===== src/sv/txrf_pkg.sv =====
// Shared types and codes for the transmit ring queue.
`default_nettype none
package txrf_pkg;

  localparam logic ACT_PUSH = 1'b0;
  localparam logic ACT_TXE  = 1'b1;

  typedef struct packed {
    logic       action;
    logic [7:0] data_byte;
  } in_item_t;

  typedef struct packed {
    logic       push_accepted;
    logic       byte_valid;
    logic [7:0] byte_out;
    logic       tx_irq_enable;
  } out_item_t;

  typedef enum logic [2:0] {
    S_IDLE = 3'b001,
    S_EXEC = 3'b010,
    S_RESP = 3'b100
  } state_t;

  typedef struct packed {
    logic load_item;
    logic exec_item;
    logic respond;
  } ctrl_cmd_t;

  typedef struct packed {
    logic busy;
  } ctrl_status_t;

endpackage
`default_nettype wire


===== src/sv/transmit_ring_fifo_with_irq_prime_top.sv =====
// Top level of the transmit ring queue with interrupt priming.
// The result strobe done is raised in the respond state, which follows the execute state.
// A new item is taken only in the idle state: each item runs the load, execute and respond sequence
// around the registered read port of the byte store before the next item is accepted.
// Reset: pointers and laps clear, prime sets, interrupt enable clears; store is not cleared.
// The receiver cannot stall: each result is shown for exactly one cycle.
`default_nettype none
module transmit_ring_fifo_with_irq_prime_top #(
  parameter int DEPTH = 64
) (
  input  wire logic                clk,
  input  wire logic                rst,
  input  wire logic                start,
  output logic                     busy,
  input  wire txrf_pkg::in_item_t  request,
  output logic                     done,
  output txrf_pkg::out_item_t      result
);

  txrf_pkg::ctrl_cmd_t    cmd;
  txrf_pkg::ctrl_status_t status;

  txrf_ctrl u_ctrl (
    .clk    (clk),
    .rst    (rst),
    .start  (start),
    .cmd    (cmd),
    .status (status)
  );

  txrf_dp #(.DEPTH(DEPTH)) u_dp (
    .clk     (clk),
    .rst     (rst),
    .cmd     (cmd),
    .request (request),
    .done    (done),
    .result  (result)
  );

  assign busy = status.busy;

endmodule
`default_nettype wire


===== src/sv/txrf_ram.sv =====
// Generic single-write, single-read RAM with registered read data.
`default_nettype none
module txrf_ram #(
  parameter int WIDTH = 8,
  parameter int DEPTH = 64
) (
  input  wire logic                     clk,
  input  wire logic                     we,
  input  wire logic [$clog2(DEPTH)-1:0] waddr,
  input  wire logic [WIDTH-1:0]         wdata,
  input  wire logic [$clog2(DEPTH)-1:0] raddr,
  output logic      [WIDTH-1:0]         rdata
);

  logic [WIDTH-1:0] mem [DEPTH];

  always_ff @(posedge clk) begin
    if (we) begin
      mem[waddr] <= wdata;
    end
    rdata <= mem[raddr];
  end

endmodule
`default_nettype wire


===== src/sv/txrf_ctrl.sv =====
// Controller state machine: sequences load, execute and respond.
`default_nettype none
module txrf_ctrl (
  input  wire logic                   clk,
  input  wire logic                   rst,
  input  wire logic                   start,
  output txrf_pkg::ctrl_cmd_t         cmd,
  output txrf_pkg::ctrl_status_t      status
);

  txrf_pkg::state_t state, state_next;

  always_comb begin
    state_next = state;
    case (state)
      txrf_pkg::S_IDLE: if (start) state_next = txrf_pkg::S_EXEC;
      txrf_pkg::S_EXEC: state_next = txrf_pkg::S_RESP;
      txrf_pkg::S_RESP: state_next = txrf_pkg::S_IDLE;
      default:          state_next = txrf_pkg::S_IDLE;
    endcase
  end

  always_ff @(posedge clk) begin
    if (rst) begin
      state <= txrf_pkg::S_IDLE;
    end else begin
      state <= state_next;
    end
  end

  assign cmd.load_item  = (state == txrf_pkg::S_IDLE) && start;
  assign cmd.exec_item  = (state == txrf_pkg::S_EXEC);
  assign cmd.respond    = (state == txrf_pkg::S_RESP);
  assign status.busy    = (state != txrf_pkg::S_IDLE);

endmodule
`default_nettype wire


===== src/sv/txrf_dp.sv =====
// Datapath: ring pointers with lap bits, prime and interrupt flags, byte store.
`default_nettype none
module txrf_dp #(
  parameter int DEPTH = 64
) (
  input  wire logic                 clk,
  input  wire logic                 rst,
  input  wire txrf_pkg::ctrl_cmd_t  cmd,
  input  wire txrf_pkg::in_item_t   request,
  output logic                      done,
  output txrf_pkg::out_item_t       result
);

  localparam int AW = $clog2(DEPTH);
  localparam logic [AW-1:0] LAST_POS = AW'(DEPTH - 1);

  txrf_pkg::in_item_t item;
  logic [AW-1:0] write_pos, read_pos;
  logic          write_lap, read_lap;
  logic          prime_flag, irq_enable_bit;
  logic          push_accepted, byte_valid;
  logic          has_room, is_empty, same_lap;
  logic          do_write, do_read;
  logic [7:0]    ram_rdata;

  assign same_lap = (write_lap == read_lap);
  assign has_room = ((write_pos >= read_pos) && same_lap) ||
                    ((write_pos < read_pos) && !same_lap);
  assign is_empty = (write_pos == read_pos) && same_lap;
  assign do_write = cmd.exec_item && (item.action == txrf_pkg::ACT_PUSH) && has_room;
  assign do_read  = cmd.exec_item && (item.action == txrf_pkg::ACT_TXE) && !is_empty;

  txrf_ram #(.WIDTH(8), .DEPTH(DEPTH)) u_ram (
    .clk   (clk),
    .we    (do_write),
    .waddr (write_pos),
    .wdata (item.data_byte),
    .raddr (read_pos),
    .rdata (ram_rdata)
  );

  always_ff @(posedge clk) begin
    if (cmd.load_item) begin
      item <= request;
    end
    if (cmd.exec_item) begin
      push_accepted <= do_write;
      byte_valid    <= do_read;
    end
  end

  always_ff @(posedge clk) begin
    if (rst) begin
      write_pos      <= '0;
      read_pos       <= '0;
      write_lap      <= 1'b0;
      read_lap       <= 1'b0;
      prime_flag     <= 1'b1;
      irq_enable_bit <= 1'b0;
    end else if (cmd.exec_item) begin
      if (item.action == txrf_pkg::ACT_PUSH) begin
        if (prime_flag) irq_enable_bit <= 1'b1;
        if (has_room) begin
          if (write_pos == LAST_POS) begin
            write_pos <= '0;
            write_lap <= ~write_lap;
          end else begin
            write_pos <= write_pos + AW'(1);
          end
        end
      end else begin
        if (is_empty) begin
          prime_flag     <= 1'b1;
          irq_enable_bit <= 1'b0;
        end else begin
          prime_flag <= 1'b0;
          if (read_pos == LAST_POS) begin
            read_pos <= '0;
            read_lap <= ~read_lap;
          end else begin
            read_pos <= read_pos + AW'(1);
          end
        end
      end
    end
  end

  assign done                 = cmd.respond;
  assign result.push_accepted = push_accepted;
  assign result.byte_valid    = byte_valid;
  assign result.byte_out      = byte_valid ? ram_rdata : 8'h00;
  assign result.tx_irq_enable = irq_enable_bit;

endmodule
`default_nettype wire

===== config.mk =====
export PLATFORM = sky130hd
export DESIGN_NAME = transmit_ring_fifo_with_irq_prime_top
export DESIGN_NICKNAME = d
export VERILOG_FILES = /design/src/sv/txrf_pkg.sv /design/src/sv/transmit_ring_fifo_with_irq_prime_top.sv /design/src/sv/txrf_ram.sv /design/src/sv/txrf_ctrl.sv /design/src/sv/txrf_dp.sv
export SDC_FILE = /design/constraint.sdc
export NUM_CORES = 1
export LEC_CHECK = 0
export ABC_AREA = 1
export BUFFER_PORTS_ARGS = -buffer_cell sky130_fd_sc_hd__buf_2
export CAP_MARGIN = 0
export CORE_ASPECT_RATIO = 0.9
export CORE_MARGIN = 5
export CORE_UTILIZATION = 45
export DETAILED_ROUTE_END_ITERATION = 6
export GPL_TIMING_DRIVEN = 0
export PLACE_DENSITY = 0.56
export SLEW_MARGIN = 20
export SYNTH_ARGS = -nofsm -noshare
export SYNTH_HDL_FRONTEND = slang
export SYNTH_SLANG_ARGS = --single-unit

===== constraint.sdc =====
create_clock -name clk -period 3.2 [get_ports clk]
set_input_delay 0.64 -clock clk [delete_from_list [all_inputs] [get_ports clk]]
set_output_delay 0.64 -clock clk [all_outputs]
set_load 0.05 [all_outputs]

==> metrics.txt <==
status=complete, no violations; Avg WL per Cell=between 20 and 25 um; diode count=0; Reg power frac=0.534; Top Layer Used=met4; register area=0.0162 mm^2; final period utilization=0.953; Worst Max-Slew Pin Slew=about 1.1 ns; P&R area growth vs syn=18.9%; Int Power=between 0.01 and 0.015 W; ANT nets after route=0; Starting Density=0.456; Worst Setup SP=u_dp.read_pos[2]; vias per inst=approximately 5.3; number of global-route vias before repair=16,000; CTS Buffer Depth=3; fin. max-slew vios=0; largest net degree at the start of global routing=22; Die Y-Extent=228 um; most common cell after layout, fill and taps aside=nand2_1; PwrDens=between 500 and 600 mW/mm^2; Total Routing Usage GR=0.245; area of the core=a little over 0.05 mm^2; Worst Path Arrival=between 3 and 4 ns; GPL Wtd Cong=0.892; commonest non-fill, non-tap cells in the layout=711 x nand2_1, 523 x edfxtp_1, 285 x inv_1; CP Data Required Time=around 3.5 ns; R2R depth=16; Max Cap Viol=0; I/O pin count=25; Die Area=approximately 0.057 mm^2; Rel. slew slack=0.262; placed cells=a little over 3,000; met3 WL=roughly 5900 um; TritonCTS clock tree=built; slack of the critical path=0.152 ns; CP Class=register to register; Metal-1 WL=30,400 um; Final Hold Viols=0; RR Endpoint=u_dp.u_ram.mem[11][4]; Final Setup Violations=0; post-synthesis sequential area ratio=0.686; CTS Buf Count=57; Pwr Total=0.0149 W; Synth cell types=32; P_leak=11.3 nW; Post-Route Utilization=0.543; clock network power share=0.445; Synth warnings=0; GR Overflow Total=0; Post-Route Setup TNS=0 ns; initial antenna violation count=0; flop2flop setup slack=0.15 ns; switching power=0.00307 W; clock root buffer=clkbuf_16; clock slew at the register clock pins of the worst setup and hold paths=roughly 0.060 ns; H-tree depth=2; Post-Syn Nets=~2,300; Netlist Area Pre-Place=0.0237 mm^2; area used by multi-input combinational logic=around 0.0064 mm^2; Initial DRC Count=between 2,000 and 2,500; Critical Path Sink Type=register; TritonRoute pass-1 iters=6; largest cells by area after synthesis=edfxtp_1 66%, nand2_1 11%, nand3_1 5.6%; post-synth top area share=0.663; die width=252 um; Syn Inst Count=around 2,300; post-DP HPWL=49,700 um; first-pass GRT wire length=slightly above 100,000 um; DR DRC count=0; Vias=approximately 17,000; share of layout cells above drive strength 1=0.135; CP Capture Point=u_dp.u_ram.mem[11][4]; switching portion of total power=0.206; min cycle time layout=3.05 ns; metal2 WL=approximately 32,000 um; Setup Skew=0.0155 ns; Clock Sink Count=550; fin cells=around 3,200; Hold Crit Class=input port to register; final wirelength=roughly 70,000 um; Layout Nets=2,486; Critical Path Fanout Max=10; number of buffers added on ports=24; # fillers=4,519; FF-to-FF Start=u_dp.read_pos[2]; Gate power share=0.021; startpoint types=register; maximum vdd drop=about 0.42 mV; Syn Area/Cell=10.2 um^2; FMAX=between 300 and 400 MHz; cell taking the most area after synthesis=edfxtp_1; insertion delay to the later sink of the worst-skew pair=between 0.6 and 0.7 ns; Placement Setup Slack=-1.38 ns; Yosys reg bits=between 500 and 600; Core Rows=79; RSZ-0062 raised after global routing=false
## registers in the layout, indices dropped and copies added (netlist names)
register / count
u_dp.irq_enable_bit: 1
u_dp.u_ram.rdata: 8
u_dp.write_lap: 1
u_dp.write_pos: 6
u_dp.read_pos: 6
u_ctrl.state: 3
u_dp.read_lap: 1
u_dp.byte_valid: 1
u_dp.item: 9
u_dp.push_accepted: 1
u_dp.u_ram.mem: 512
u_dp.prime_flag: 1
## through the flow
step	area [um^2]	hold WS [ns]
final	28200	0.193
after global routing	28200	0.177
after CTS	28100	0.163
after detailed placement	25200	0.494
after global placement	24700	0.473
after floorplan	23700	0.459
## power groups by stage
stage	combinational [W]	clock (W)	sequential, W
6_report	0.000307	0.00662	0.00794
5_1_grt	0.000325	0.00699	0.00794
4_1_cts	0.000310	0.00670	0.00794
3_5_place_dp	0.000306	0	0.00809
3_3_place_gp	0.0000636	0	0.00826
2_1_floorplan	0.0000410	0	0.00814
## worst min path at each step
stage | from | endpoint | slack (ns) | cells after the start
after floorplan | u_dp.read_pos[5] | u_dp.read_pos[5] | 0.46 | 2
after global placement | u_dp.read_pos[5] | u_dp.read_pos[5] | 0.47 | 2
after detailed placement | u_dp.read_lap | u_dp.read_lap | 0.49 | 2
after CTS | request[8] | u_dp.item[8] | 0.16 | 1
after global routing | request[7] | u_dp.item[7] | 0.18 | 1
final | request[8] | u_dp.item[8] | 0.19 | 1
## synth_stat cells
| cell | instances |
|---|---|
| nand2_2 | 2 |
| a22oi_1 | 1 |
| nand3_1 | 266 |
| and3_1 | 4 |
| buf_4 | 22 |
| a21oi_1 | 24 |
| a211oi_1 | 1 |
| nand2_4 | 5 |
| clkinv_1 | 2 |
| clkbuf_1 | 36 |
| xnor2_1 | 1 |
| inv_1 | 286 |
| nand2_1 | 715 |
| xor2_1 | 4 |
| buf_2 | 38 |
| o21ai_1 | 4 |
| buf_6 | 2 |
| nor2_2 | 1 |
| nand3b_1 | 1 |
| nand4_1 | 3 |
| o21ai_0 | 70 |
| nor2_4 | 2 |
| or2_2 | 7 |
| nor3_1 | 4 |
| nor2_8 | 1 |
| ha_1 | 8 |
| edfxtp_1 | 523 |
| nor2_1 | 233 |
| inv_2 | 4 |
| or2_0 | 1 |
| dfxtp_1 | 27 |
| buf_1 | 15 |
## layout make-up
cell class / instances / share of cell area
inverters: 292 / 0.0391
plain buffers: 108 / 0.0198
well taps: 688 / 0.0306
flip-flops and latches: 550 / 0.577
clock buffers: 71 / 0.0528
multi-input cells: 1358 / 0.225
clock inverters: 37 / 0.0125
repair buffers: 99 / 0.0430
## layer usage
metal  track usage  up-vias
met2         0.385      710
met3        0.0396      129
met5             0        -
met1         0.356     8107
met4        0.0772        0
li1              -     7872
## critical path, cell delays in order, from the launching register on
cell and delay, ns:
dfxtp_1 0.31, buf_4 0.22, inv_4 0.10, buf_4 0.21, ha_1 0.29, nand2_1 0.08
nor2_4 0.12, nand2_1 0.08, nand3_1 0.07, nand2_1 0.08, nand2_4 0.15, nand2_4 0.07
buf_6 0.16, nor2_8 0.20, nand2_8 0.21, nor2_4 0.20, buf_4 0.21
## logic make-up (layout without fill, tap and decap cells)
logic type	count (synthesis)	after routing	share of synthesized area
flops	550	550	0.686
buf+inv	405	607	0.0703
xor+xnor	5	5	0.00185
compound gates	100	100	0.0213
fa+ha+maj	8	8	0.00423
simple gates	1245	1245	0.217
## timing repair
action                                 4_1_cts  5_1_grt
endpoints found under the hold margin        0        0
hold buffers                                 0        0
resized for setup                          144        7
pin swaps                                   28        5
setup buffers                               40        4
setup endpoints to repair                  512      354
Power figures use the tool's default switching activity.
